**config.mk**
```make
export PLATFORM = sky130hd
export DESIGN_NAME = winnowing_fingerprint_top
export DESIGN_NICKNAME = d
export VERILOG_FILES = /design/src/rtl/wfp_pkg.sv /design/src/rtl/wfp_core.sv /design/src/rtl/winnowing_fingerprint_top.sv
export SDC_FILE = /design/constraint.sdc
export NUM_CORES = 1
export LEC_CHECK = 0
export ABC_AREA = 1
export BUFFER_PORTS_ARGS = -buffer_cell sky130_fd_sc_hd__buf_2
export CAP_MARGIN = 20
export CORE_MARGIN = 2
export CORE_UTILIZATION = 65
export DETAILED_ROUTE_END_ITERATION = 6
export GPL_TIMING_DRIVEN = 0
export MAX_ROUTING_LAYER = met4
export PLACE_DENSITY = 0.82
export SYNTH_ARGS = -nofsm -noshare
export SYNTH_HDL_FRONTEND = slang
export SYNTH_HIERARCHICAL = 1
export SYNTH_SLANG_ARGS = --single-unit
```
**constraint.sdc**
```tcl
create_clock -name clk_i -period 19.3 [get_ports clk_i]
set_input_delay 3.86 -clock clk_i [delete_from_list [all_inputs] [get_ports clk_i]]
set_output_delay 3.86 -clock clk_i [all_outputs]
set_load 0.1 [all_outputs]
```
**src/rtl/wfp_pkg.sv**
```systemverilog
package wfp_pkg;

  localparam int CHUNK_LEN   = 5;
  localparam int WINDOW_LEN  = 4;
  localparam int INDEX_BITS  = 24;

  localparam int BYTE_W      = 8;
  localparam int HASH_W      = 7;
  localparam int INDEX_OUT_W = 24;
  localparam int HASH_MOD    = 99;
  localparam int LOWER_FIRST = 97;
  localparam int LOWER_LAST  = 122;
  localparam int CASE_OFFSET = 32;

  localparam int CNT_W    = (CHUNK_LEN > 1) ? $clog2(CHUNK_LEN) : 1;
  localparam int RECENT_N = (WINDOW_LEN > 1) ? WINDOW_LEN - 1 : 1;
  localparam int BEST_W   = (WINDOW_LEN > 1) ? $clog2(WINDOW_LEN) : 1;

  localparam int OUT_TDATA_W = ((HASH_W + INDEX_OUT_W + 7) / 8) * 8;
  localparam int SUM_W       = BYTE_W + 2;

  typedef logic [HASH_W-1:0]  hash_t;
  typedef logic [BYTE_W-1:0]  byte_t;
  typedef logic [INDEX_BITS-1:0] index_t;

  typedef struct packed {
    logic                   emit;
    hash_t                  hash;
    logic [INDEX_OUT_W-1:0] index;
    logic                   wrapped;
  } wfp_res_t;

  // Residue of (a + b) modulo the hash modulus, where a is already reduced.
  function automatic hash_t mod_add(hash_t a, byte_t b);
    logic [SUM_W-1:0] s;
    s = SUM_W'(a) + SUM_W'(b);
    if (s >= SUM_W'(3 * HASH_MOD)) begin
      s = s - SUM_W'(3 * HASH_MOD);
    end else if (s >= SUM_W'(2 * HASH_MOD)) begin
      s = s - SUM_W'(2 * HASH_MOD);
    end else if (s >= SUM_W'(HASH_MOD)) begin
      s = s - SUM_W'(HASH_MOD);
    end
    return s[HASH_W-1:0];
  endfunction

  // Folds lowercase ASCII letters to uppercase.
  function automatic byte_t fold_case(byte_t b);
    byte_t r;
    r = b;
    if (b >= BYTE_W'(LOWER_FIRST) && b <= BYTE_W'(LOWER_LAST)) begin
      r = b - BYTE_W'(CASE_OFFSET);
    end
    return r;
  endfunction

endpackage

```
**src/rtl/wfp_core.sv**
```systemverilog
module wfp_core
  import wfp_pkg::*;
(
  input  logic     clk_i,
  input  logic     rst_ni,
  input  logic     step_i,
  input  byte_t    text_byte_i,
  input  logic     doc_start_i,
  output wfp_res_t res_o
);

  logic [CNT_W-1:0]  cnt_q, cnt_d;
  hash_t             sum_q, sum_d;
  hash_t             rec_q [RECENT_N];
  hash_t             rec_d [RECENT_N];
  index_t            chunks_q, chunks_d;
  index_t            last_q, last_d;
  logic              any_q, any_d;
  logic              wrap_q, wrap_d;

  logic [CNT_W-1:0]  cur_cnt;
  hash_t             cur_sum;
  hash_t             cur_rec [RECENT_N];
  index_t            cur_chunks;
  index_t            cur_last;
  logic              cur_any;
  logic              cur_wrap;

  hash_t             sum_n;
  hash_t             win [WINDOW_LEN];
  logic [BEST_W-1:0] best;
  logic              done;
  logic              full;
  index_t            sel;
  logic [31:0]       sel_ext;
  logic              emit;

  always_comb begin
    cur_cnt    = doc_start_i ? '0 : cnt_q;
    cur_sum    = doc_start_i ? '0 : sum_q;
    cur_chunks = doc_start_i ? '0 : chunks_q;
    cur_last   = doc_start_i ? '0 : last_q;
    cur_any    = doc_start_i ? 1'b0 : any_q;
    cur_wrap   = doc_start_i ? 1'b0 : wrap_q;
    for (int k = 0; k < RECENT_N; k++) begin
      cur_rec[k] = doc_start_i ? '0 : rec_q[k];
    end

    sum_n = mod_add(cur_sum, fold_case(text_byte_i));
    done  = (cur_cnt == CNT_W'(CHUNK_LEN - 1));

    for (int k = 0; k < WINDOW_LEN - 1; k++) begin
      win[k] = cur_rec[k];
    end
    win[WINDOW_LEN-1] = sum_n;

    // Minimum over the window; the newest chunk wins a tie.
    best = '0;
    for (int k = 1; k < WINDOW_LEN; k++) begin
      if (win[best] >= win[k]) begin
        best = BEST_W'(k);
      end
    end

    full    = cur_wrap || (cur_chunks >= INDEX_BITS'(WINDOW_LEN - 1));
    sel     = cur_chunks - (INDEX_BITS'(WINDOW_LEN - 1) - INDEX_BITS'(best));
    sel_ext = 32'(sel);
    emit    = done && full && (!cur_any || (sel != cur_last));

    res_o.emit    = emit;
    res_o.hash    = win[best];
    res_o.index   = sel_ext[INDEX_OUT_W-1:0];
    res_o.wrapped = cur_wrap;

    cnt_d    = done ? '0 : cur_cnt + CNT_W'(1);
    sum_d    = done ? '0 : sum_n;
    chunks_d = done ? cur_chunks + INDEX_BITS'(1) : cur_chunks;
    wrap_d   = cur_wrap || (done && (chunks_d == '0));
    any_d    = cur_any || emit;
    last_d   = emit ? sel : cur_last;
    for (int k = 0; k < RECENT_N; k++) begin
      rec_d[k] = cur_rec[k];
    end
    if (done && (WINDOW_LEN > 1)) begin
      for (int k = 0; k < RECENT_N - 1; k++) begin
        rec_d[k] = cur_rec[k+1];
      end
      rec_d[RECENT_N-1] = sum_n;
    end
  end

  always_ff @(posedge clk_i or negedge rst_ni) begin
    if (!rst_ni) begin
      cnt_q    <= '0;
      sum_q    <= '0;
      chunks_q <= '0;
      last_q   <= '0;
      any_q    <= 1'b0;
      wrap_q   <= 1'b0;
      for (int k = 0; k < RECENT_N; k++) begin
        rec_q[k] <= '0;
      end
    end else if (step_i) begin
      cnt_q    <= cnt_d;
      sum_q    <= sum_d;
      chunks_q <= chunks_d;
      last_q   <= last_d;
      any_q    <= any_d;
      wrap_q   <= wrap_d;
      for (int k = 0; k < RECENT_N; k++) begin
        rec_q[k] <= rec_d[k];
      end
    end
  end

endmodule

```
**src/rtl/winnowing_fingerprint_top.sv**
```systemverilog
// Winnowing fingerprint of a text stream.
// The slave channel takes one text byte per item in s_axis_tdata; s_axis_tuser
// marks the first byte of a new document and clears all running state first.
// Bytes are gathered into chunks of five, lowercase letters folded to
// uppercase, and each chunk hashed as its byte sum modulo 99. Over the last
// four chunk hashes the minimum is picked, the newest on a tie, and an item
// goes out on the master channel whenever the chosen chunk index changes.
// The master item carries the hash and chunk index in m_axis_tdata and the
// counter wrap flag in m_axis_tuser.
// An accepted byte is registered and processed once the core may advance; its
// result, if any, is loaded into the output register as the byte advances and
// is shown on the master side until the receiver takes it. One byte is taken
// every cycle unless a result waits on a stalled receiver; the per-chunk sum
// is kept as a running residue, so the hash, window compare and state update
// are combinational.
// When the receiver stalls, a waiting result is held in the output register;
// bytes that produce no result keep flowing, and the slave side stops only
// when a result-producing byte finds the output register still occupied.
// Reset clears all document state and the valid flags of both pipeline registers.
module winnowing_fingerprint_top
  import wfp_pkg::*;
(
  input  logic                   clk_i,
  input  logic                   rst_ni,
  input  logic                   s_axis_tvalid,
  output logic                   s_axis_tready,
  input  logic [BYTE_W-1:0]      s_axis_tdata,   // [7:0] text_byte
  input  logic                   s_axis_tuser,   // [0] doc_start
  output logic                   m_axis_tvalid,
  input  logic                   m_axis_tready,
  output logic [OUT_TDATA_W-1:0] m_axis_tdata,   // [6:0] print_hash, [30:7] chunk_index
  output logic                   m_axis_tuser    // [0] index_wrapped
);

  logic     in_valid_q;
  byte_t    in_byte_q;
  logic     in_start_q;
  logic     out_valid_q;
  wfp_res_t out_q;
  wfp_res_t res;
  logic     out_free;
  logic     advance;

  assign out_free      = !out_valid_q || m_axis_tready;
  assign advance       = in_valid_q && (out_free || !res.emit);
  assign s_axis_tready = !in_valid_q || advance;

  wfp_core u_core (
    .clk_i       (clk_i),
    .rst_ni      (rst_ni),
    .step_i      (advance),
    .text_byte_i (in_byte_q),
    .doc_start_i (in_start_q),
    .res_o       (res)
  );

  always_ff @(posedge clk_i or negedge rst_ni) begin
    if (!rst_ni) begin
      in_valid_q  <= 1'b0;
      out_valid_q <= 1'b0;
    end else begin
      if (s_axis_tready) begin
        in_valid_q <= s_axis_tvalid;
      end
      if (advance && res.emit) begin
        out_valid_q <= 1'b1;
      end else if (m_axis_tready) begin
        out_valid_q <= 1'b0;
      end
    end
  end

  always_ff @(posedge clk_i) begin
    if (s_axis_tready && s_axis_tvalid) begin
      in_byte_q  <= s_axis_tdata;
      in_start_q <= s_axis_tuser;
    end
    if (advance && res.emit) begin
      out_q <= res;
    end
  end

  assign m_axis_tvalid = out_valid_q;
  assign m_axis_tdata  = OUT_TDATA_W'({out_q.index, out_q.hash});
  assign m_axis_tuser  = out_q.wrapped;

  a_hash_range: assert property (@(posedge clk_i) disable iff (!rst_ni)
    m_axis_tvalid |-> (m_axis_tdata[HASH_W-1:0] < HASH_W'(HASH_MOD)))
    else $error("output hash out of range");

  a_result_source: assert property (@(posedge clk_i) disable iff (!rst_ni)
    $rose(m_axis_tvalid) |-> $past(in_valid_q))
    else $error("result appeared without a registered input item");

  a_stall_cause: assert property (@(posedge clk_i) disable iff (!rst_ni)
    !s_axis_tready |-> (in_valid_q && out_valid_q && !m_axis_tready))
    else $error("input stalled without a blocked result");

endmodule
```
==> flow_summary.toml, run 1 <==
[power]
vdd_drop_max_mv = 0.128
powerDensity_mw_per_mm2 = 162
total_power_mw = 1.66
p_leak_nw = 5.43

[sta]
slew_violations = 0
setup_viol = 0
setup_tns_ns = 0
max_clock_freq_ghz = 0.0720
min_period_ns = 13.88
worst_pin_slew_ns = 0.704
max_slew_margin_pct = 53.0
hold_viol = 0
grt_setup_unrepaired = "false"
fin_crit_sh_pct = 71.9
clock_skew_ns = 0.00927

[clock_tree]
cts-root-buf = "clkbuf_16"
clk_pin_slew_ns = 0.06
cts.sinks = 124
cts_resized = 0
hold_buffers = 0
tritoncts = "done"
numCtsBuffers = 17
cts_setup_buffers = 0
clk_path_buf_depth = 2
clk_latency_ns = 0.43
h-tree-depth = 4

[route]
wirelength_microns = 25500
dr.pass1.iters = 6
routedWlPerCell_microns = 16.5
viasPerCell = 5.79
drcViolationCount = 0
vias = 8972
final_antenna_net_count = 0
drtIter0Drc = 974

[global_route]
grt_pass1_vias = 8396
grt_pass1_wl_microns = 40700
met1_usage_pct = 42.9
grtUsageTotal_pct = 36.5
antenna_found_initial = 0
use_met2_pct = 60.2
grt.met3_usage_pct = 6.51
top_usage_layer = "met2"
grt_max_degree = 47
grt-ovfl-total = 0

[critical_path]
slowest_stage = "a21oi_1"
critPathTopFamily = "buffers and inverters"
crit_path_start_kind = "flop"
critPathArrivalTime_ns = 10.02
critPathMaxFanout = 10
setup.worst_path.end_class = "output pin"
cp_slowest_stage_delay_ns = 0.57
critPathRequiredTime_ns = 15.44
crit_top_cell = "nand2_1"
crit_type = "flop to output pin"
worst-path-buf-inv = 20

[placement]
io_buffers = 46
hpwl_microns = 19200
gp_congestion = 0.990

[synth]
yosys_most_used_dff = "dfrtp_1"
synth_common_cells = "nand2_1 (404), inv_1 (177), nand3_1 (126)"
synth_cells = 1289
yosysSeqAreaShare_pct = 36.3
synthTopCellsByArea = "dfrtp_1 (23%), nand2_1 (17%), edfxtp_1 (14%)"
syn_nets = 1346
synth_edf_count = 41
avgSynthCellArea_sq_um = 7.07
synth-async-reset-ratio_pct = 66.9
synth_warnings = 6
yosys.area.top_type = "dfrtp_1"
syn_area_sq_mm = 0.00911
ys_types = 44
synth_most_common_cell = "nand2_1"
synth_top_area_share_pct = 22.8
synth-seq-cells = 124

[status]
status = "finished, final reports clean"

[layout]
drive_gt1_share_pct = 9.72
fillCellCount = 1152
fin_nets = 1413
diodes = 0
final_util_pct = 74.1
syn_to_final_growth_pct = 12.0

[floorplanning]
start_util_pct = 66.2
dieWidth_microns = 122
dieArea_sq_mm = 0.0150
fp.dieH_microns = 122
fp.coreArea_sq_mm = 0.0138
io_pins = 48
rows = 43

[run]
timing.max_cap.violations = 0

[hold_path]
hold_class = "flop to flop"
==> routing by layer <==
layer	vias up	share of wire [%]
met5	-	0
met4	0	4.5
met3	91	5.9
met2	368	49
met1	4201	41
li1	4312	-
==> power by group <==
part	total, mW	leakage (nW)	internal [mW]	switching [mW]
Combinational	1.00	3.67	0.312	0.690
Sequential	0.341	1.48	0.331	0.00929
Clock	0.314	0.282	0.187	0.127
==> logic make-up (layout without fill, tap and decap cells) <==
group	after synthesis	after routing	share of synthesized area (%)
buffers and inverters	223	303	10.1
AOI/OAI and AO/OA	149	149	9.13
adders and majority gates	44	44	6.20
other	1	1	0.0411
DFF	124	124	36.3
xor gates and xnor gates	40	40	4.01
muxes	1	1	0.110
and+or+nand+nor	707	707	34.1
==> worst paths after layout <==
check,from,depth (start not counted),slack [ns],endpoint
min in group asynchronous,rst_ni,1,3.41,u_core/chunks_q[19]
max,in_start_q,52,5.42,s_axis_tready
max in group asynchronous,rst_ni,2,15.24,u_core/last_q[11]
min reg2reg,u_core/last_q[9],2,0.48,u_core/last_q[9]
max reg2reg,in_start_q,59,8.27,u_core/rec_q[20]
min,u_core/last_q[9],2,0.48,u_core/last_q[9]
==> layout make-up <==
| class | count | area, sq um | area share [%] |
|---|---|---|---|
| Buffer | 40 | 229 | 2.24 |
| Tap cell | 180 | 225 | 2.21 |
| Inverter | 183 | 689 | 6.75 |
| Sequential cell | 124 | 3310 | 32.4 |
| Multi-Input combinational cell | 942 | 4890 | 47.9 |
| Timing Repair Buffer | 48 | 288 | 2.82 |
| Clock buffer | 18 | 450 | 4.41 |
| Clock inverter | 14 | 131 | 1.29 |
==> per-stage QoR <==
stage / instance area, sq um / worst slack [ns] / std cells / hold slack, ns
global route: 10200 / 4.69 / 1549 / 0.502
global placement: 9570 / 6.11 / 1515 / 0.463
detailed placement: 9630 / 6.05 / 1517 / 0.466
finish: 10200 / 5.42 / 1549 / 0.481
CTS: 10200 / 5.57 / 1549 / 0.482
floorplan: 9110 / 7.93 / 1289 / 0.449
==> worst register-to-register path, delay by kind of cell, from the launching register on <==
kind | cells | cell delay, ns
adder cells (fa/ha/maj) | 5 | 1.60
AND/OR/NAND/NOR | 21 | 2.74
buffers and inverters | 24 | 4.14
AO/OA/AOI/OAI | 9 | 2.09
flip-flops | 1 | 0.37
==> cells in the final DEF, fill, tap and decap left out, types with 3 or more instances in the layout <==
cell / instances
nand2_1: 404
inv_1: 177
nand3_1: 126
nor2_1: 97
dfrtp_1: 83
o21ai_0: 61
buf_2: 51
ha_1: 42
edfxtp_1: 41
a21oi_1: 34
xor2_1: 30
nand4_1: 28
o22ai_1: 26
clkbuf_1: 19
clkbuf_16: 18
nor3_1: 11
nand3b_1: 10
o21ai_1: 9
nand2_2: 8
xnor2_1: 8
buf_6: 7
buf_4: 6
o211ai_1: 6
o21a_1: 5
nor2_2: 5
inv_6: 4
clkinv_4: 3
clkinv_1: 3
buf_1: 3
o21bai_1: 3
nand3_4: 3
o21ai_2: 3
nand2_4: 3
nor2_4: 3
inv_2: 3
nor4_1: 3
==> registers in the layout (all words and copies together), names as in the netlist <==
| name | flops |
|---|---|
| u_core/rec_q | 21 |
| m_axis_tdata | 31 |
| u_core/cnt_q | 3 |
| u_core/chunks_q | 24 |
| u_core/last_q | 24 |
| m_axis_tuser | 1 |
| m_axis_tvalid | 1 |
| in_byte_q | 8 |
| u_core/sum_q | 7 |
| u_core/wrap_q | 1 |
| in_valid_q | 1 |
| u_core/any_q | 1 |
| in_start_q | 1 |
No activity file was read; power rests on OpenSTA's default activity.
==> run 2: changes to the inputs <==
--- a/config.mk
+++ b/config.mk
@@ -9,11 +9,11 @@
 export BUFFER_PORTS_ARGS = -buffer_cell sky130_fd_sc_hd__buf_2
 export CAP_MARGIN = 20
 export CORE_MARGIN = 2
-export CORE_UTILIZATION = 65
+export CORE_UTILIZATION = 63
 export DETAILED_ROUTE_END_ITERATION = 6
 export GPL_TIMING_DRIVEN = 0
 export MAX_ROUTING_LAYER = met4
-export PLACE_DENSITY = 0.82
+export PLACE_DENSITY = 0.8
 export SYNTH_ARGS = -nofsm -noshare
 export SYNTH_HDL_FRONTEND = slang
 export SYNTH_HIERARCHICAL = 1
==> constraint.sdc (replaced) <==
create_clock -name clk_i -period 13.5 [get_ports clk_i]
set_input_delay 2.7 -clock clk_i [delete_from_list [all_inputs] [get_ports clk_i]]
set_output_delay 2.7 -clock clk_i [all_outputs]
set_load 0.1 [all_outputs]
==> flow_summary.toml, run 2 (synthesis results as in run 1) <==
[sta]
holdWs_ns = 0.485
slew_violations = 0
grt_setup_unrepaired = "false"
max_clock_freq_ghz = 0.0794
clock_skew_ns = 0.00712
hold_viol = 0
setup_tns_ns = 0
setup_viol = 0
fin_crit_sh_pct = 93.3
worst_pin_slew_ns = 0.677
max_slew_margin_pct = 54.8
min_period_ns = 12.60

[clock_tree]
h-tree-depth = 4
clk_path_buf_depth = 2
clk_pin_slew_ns = 0.06
tritoncts = "done"
cts-root-buf = "clkbuf_16"
clk_latency_ns = 0.42
numCtsBuffers = 17
cts.sinks = 124

[route]
drtIter0Drc = 1127
dr.pass1.iters = 6
viasPerCell = 5.83
drcViolationCount = 0
vias = 9028
routedWlPerCell_microns = 17.2
final_antenna_net_count = 0
wirelength_microns = 26700

[critical_path]
critPathMaxFanout = 10
cp_slowest_stage_delay_ns = 0.46
slowest_stage = "fa_1"
crit_type = "flop to output pin"
critPathRequiredTime_ns = 10.80
crit_top_cell = "inv_1"
critPathArrivalTime_ns = 9.90
crit_path_start_kind = "flop"
setup.worst_path.end_class = "output pin"

[global_route]
antenna_found_initial = 0
grtUsageTotal_pct = 36.2
grt_max_degree = 44
grt_pass1_wl_microns = 43700
grt_pass1_vias = 8940
grt-ovfl-total = 0

[layout]
drive_gt1_share_pct = 9.79
stdcell_count = 1549
final_util_pct = 73.5
fillCellCount = 1101
final_cell_mix = "nand2_1 (404), inv_1 (177), nand3_1 (126)"
fin_area_sq_mm = 0.0103
largest_reg_flops = 31
fin_nets = 1413
syn_to_final_growth_pct = 12.9
final_common_cell = "nand2_1"
diodes = 0

[hold_path]
hold_class = "flop to flop"

[floorplanning]
dieWidth_microns = 124
dieArea_sq_mm = 0.0154
fp.dieH_microns = 124
rows = 43
io_pins = 48
start_util_pct = 65.2
fp.coreArea_sq_mm = 0.0140

[power]
powerDensity_mw_per_mm2 = 238
vdd_drop_max_mv = 0.197
p_leak_nw = 5.46

[status]
status = "finished, final reports clean"

[placement]
io_buffers = 46
gp_congestion = 1.00
post-place-cells = 1517
post_dp_cell_area_sq_mm = 0.00963
hpwl_microns = 19800

[run]
timing.max_cap.violations = 0
[run 2: area by class of cell]
cell class / instances / area, sq um / area share (%)
multi-input cells: 942 / 4890 / 47.6
flip-flops and latches: 124 / 3310 / 32.2
clock inverters: 14 / 216 / 2.10
clock buffers: 18 / 439 / 4.27
inverters: 183 / 689 / 6.70
repair buffers: 48 / 288 / 2.80
plain buffers: 40 / 229 / 2.23
well taps: 180 / 225 / 2.19
[run 2: layer usage]
layer | part of all wire (%) | vias to the layer above | track usage, %
li1 | - | 4318 | -
met1 | 39 | 4198 | 42.4
met2 | 50 | 433 | 61.0
met3 | 6.6 | 79 | 6.01
met4 | 4.1 | 0 | 17.3
met5 | 0 | - | -
[run 2: power breakdown]
part	leakage (nW)	switching (mW)	total (mW)	internal (mW)
Combinational	3.67	1.01	1.45	0.448
Sequential	1.48	0.0135	0.487	0.474
Clock	0.311	0.174	0.507	0.333
[run 2: stage by stage]
| stage | worst slack, ns | total power, mW |
|---|---|---|
| floorplan | 3.29 | 1.53 |
| global placement | 1.44 | 1.85 |
| detailed placement | 1.27 | 1.89 |
| CTS | 0.871 | 2.41 |
| global route | 0.0343 | 2.64 |
| finish | 0.905 | 2.45 |
[run 2: timing repair]
item / 4_1_cts / 5_1_grt
gates resized for setup: 0 / 1
hold buffers: 0 / 0
setup endpoints to repair: 0 / 1
setup buffers: 0 / 0
[run 2: final timing paths]
check,start,end,slack (ns),depth (start not counted)
max,in_start_q,s_axis_tready,0.90,47
min,u_core/last_q[7],u_core/last_q[7],0.49,2
max reg2reg,in_start_q,u_core/rec_q[16],2.68,53
min reg2reg,u_core/last_q[7],u_core/last_q[7],0.49,2
max in group asynchronous,rst_ni,u_core/rec_q[11],10.61,2
min in group asynchronous,rst_ni,u_core/chunks_q[15],2.27,1
[run 2: worst max-delay path: cells and delay by family, from the launching register on]
family | cells | cell delay (ns)
XOR/XNOR | 1 | 0.38
adder cells (fa/ha/maj) | 5 | 1.72
AO/OA/AOI/OAI | 4 | 0.65
AND/OR/NAND/NOR | 20 | 2.83
buffers and inverters | 17 | 3.51
flip-flops | 1 | 0.36
==> run 3: changes to the inputs <==
==> constraint.sdc (replaced) <==
create_clock -name clk_i -period 14.2 [get_ports clk_i]
set_input_delay 2.84 -clock clk_i [delete_from_list [all_inputs] [get_ports clk_i]]
set_output_delay 2.84 -clock clk_i [all_outputs]
set_load 0.1 [all_outputs]
==> flow_summary.toml, run 3 (synthesis results as in run 1) <==
[clock_tree]
h-tree-depth = 4
hold_buffers = 0
cts.sinks = 124
cts_setup_buffers = 0
cts-root-buf = "clkbuf_16"
numCtsBuffers = 17
clk_pin_slew_ns = 0.06
clk_path_buf_depth = 2
tritoncts = "done"
clk_latency_ns = 0.42
cts_resized = 0

[floorplanning]
start_util_pct = 65.2
rows = 43
dieWidth_microns = 124
dieArea_sq_mm = 0.0154
io_pins = 48
fp.coreArea_sq_mm = 0.0140
fp.dieH_microns = 124

[critical_path]
critPathArrivalTime_ns = 10.09
crit_path_start_kind = "flop"
critPathRequiredTime_ns = 11.36
worstReg2RegStart = "in_start_q"
crit_path_end = "s_axis_tready"
slowest_stage = "a21oi_1"
crit_top_cell = "nand2_1"
timing.rr.end = "u_core/rec_q[16]"
startpoint = "in_start_q"
crit_type = "flop to output pin"
setup.worst_path.end_class = "output pin"
ff2ff_setup_slack_ns = 3.15
critPathMaxFanout = 10
cp_slowest_stage_delay_ns = 0.50
reg2reg_depth = 58

[power]
p_leak_nw = 5.46
intPower_mw = 1.19
p_seq_share_pct = 19.9
switching_share_pct = 48.7
vdd_drop_max_mv = 0.188
powerDensity_mw_per_mm2 = 226
pwr-share-comb_pct = 59.3
total_power_mw = 2.32
p_switching_mw = 1.13
clkPwrFrac_pct = 20.8

[sta]
min_period_ns = 12.93
setup_viol = 0
max_clock_freq_ghz = 0.0774
slew_violations = 0
setup_tns_ns = 0
worst_pin_slew_ns = 0.665
setup_slack_ns = 1.27
grt_setup_unrepaired = "false"
fin_crit_sh_pct = 91.0
max_slew_margin_pct = 55.7
clock_skew_ns = 0.00749
hold_viol = 0

[placement]
hpwl_microns = 19800
post_dp_cell_area_sq_mm = 0.00963
gp_congestion = 1.00
io_buffers = 46
pre_cts_ws_ns = 1.83

[global_route]
grtUsageTotal_pct = 36.2
antenna_found_initial = 0
grt_max_degree = 44
grt-ovfl-total = 0
grt_pass1_vias = 8940
grt_pass1_wl_microns = 43700

[route]
vias = 9040
final_antenna_net_count = 0
viasPerCell = 5.84
dr.pass1.iters = 6
drtIter0Drc = 1056
drcViolationCount = 0
wirelength_microns = 26700
routedWlPerCell_microns = 17.2

[layout]
diodes = 0
final_common_cell = "nand2_1"
fin_nets = 1413
fillCellCount = 1102
syn_to_final_growth_pct = 12.8
fin_area_sq_mm = 0.0103
final_util_pct = 73.5
final_cell_mix = "nand2_1 (404), inv_1 (177), nand3_1 (126)"
largest_reg_flops = 31
drive_gt1_share_pct = 9.72

[status]
status = "finished, final reports clean"

[run]
timing.max_cap.violations = 0

[hold_path]
hold_class = "flop to flop"
==> run 3: cell counts in the layout (fill, tap and decap cells not counted) <==
Identical to the previous run, type by type.
==> run 3: layout make-up <==
cell class | instances | area (sq um) | area share, %
Inverter | 183 | 689 | 6.70
Buffer | 40 | 229 | 2.23
Multi-Input combinational cell | 942 | 4890 | 47.5
Clock inverter | 14 | 216 | 2.10
Timing Repair Buffer | 48 | 288 | 2.80
Sequential cell | 124 | 3310 | 32.2
Tap cell | 180 | 225 | 2.19
Clock buffer | 18 | 439 | 4.27
==> run 3: stage by stage <==
step / cells / hold slack, ns
floorplan: 1289 / 0.449
global placement: 1515 / 0.462
detailed placement: 1517 / 0.469
CTS: 1549 / 0.483
global route: 1549 / 0.499
finish: 1549 / 0.484
==> run 3: critical path, delay by kind of cell, from the launching register on <==
kind / cells / cell delay, ns
simple gates: 24 / 3.00
flops: 1 / 0.36
buf+inv: 17 / 3.23
fa+ha+maj: 6 / 1.90
compound gates: 5 / 1.15
==> run 3: power by group through the flow <==
stage                     Clock (mW)  Combinational (mW)  Sequential, mW
final                          0.483                1.38           0.463
after global routing           0.505                1.54           0.466
after CTS                      0.486                1.34           0.463
after detailed placement           0                1.33           0.469
after global placement             0                1.29           0.468
after floorplan                    0               0.983           0.473
==> run 3: how the worst min path moves through the flow <==
stage                             end              start  depth (start not counted)  slack [ns]
floorplan            u_core/last_q[0]   u_core/last_q[0]                          2        0.45
global placement    u_core/last_q[10]  u_core/last_q[10]                          2        0.46
detailed placement   u_core/last_q[7]   u_core/last_q[7]                          2        0.47
CTS                 u_core/last_q[11]  u_core/last_q[11]                          2        0.48
global route        u_core/last_q[11]  u_core/last_q[11]                          2        0.50
finish               u_core/last_q[7]   u_core/last_q[7]                          2        0.48
==> run 3: metal layers <==
metal	up-vias	share of wire, %	GRT usage (%)	wire [microns]
met4	0	4.3	17.3	1140
met2	412	50	61.0	13400
li1	4321	-	-	-
met3	86	6.6	6.01	1750
met1	4221	39	42.4	10400
met5	-	0	-	0
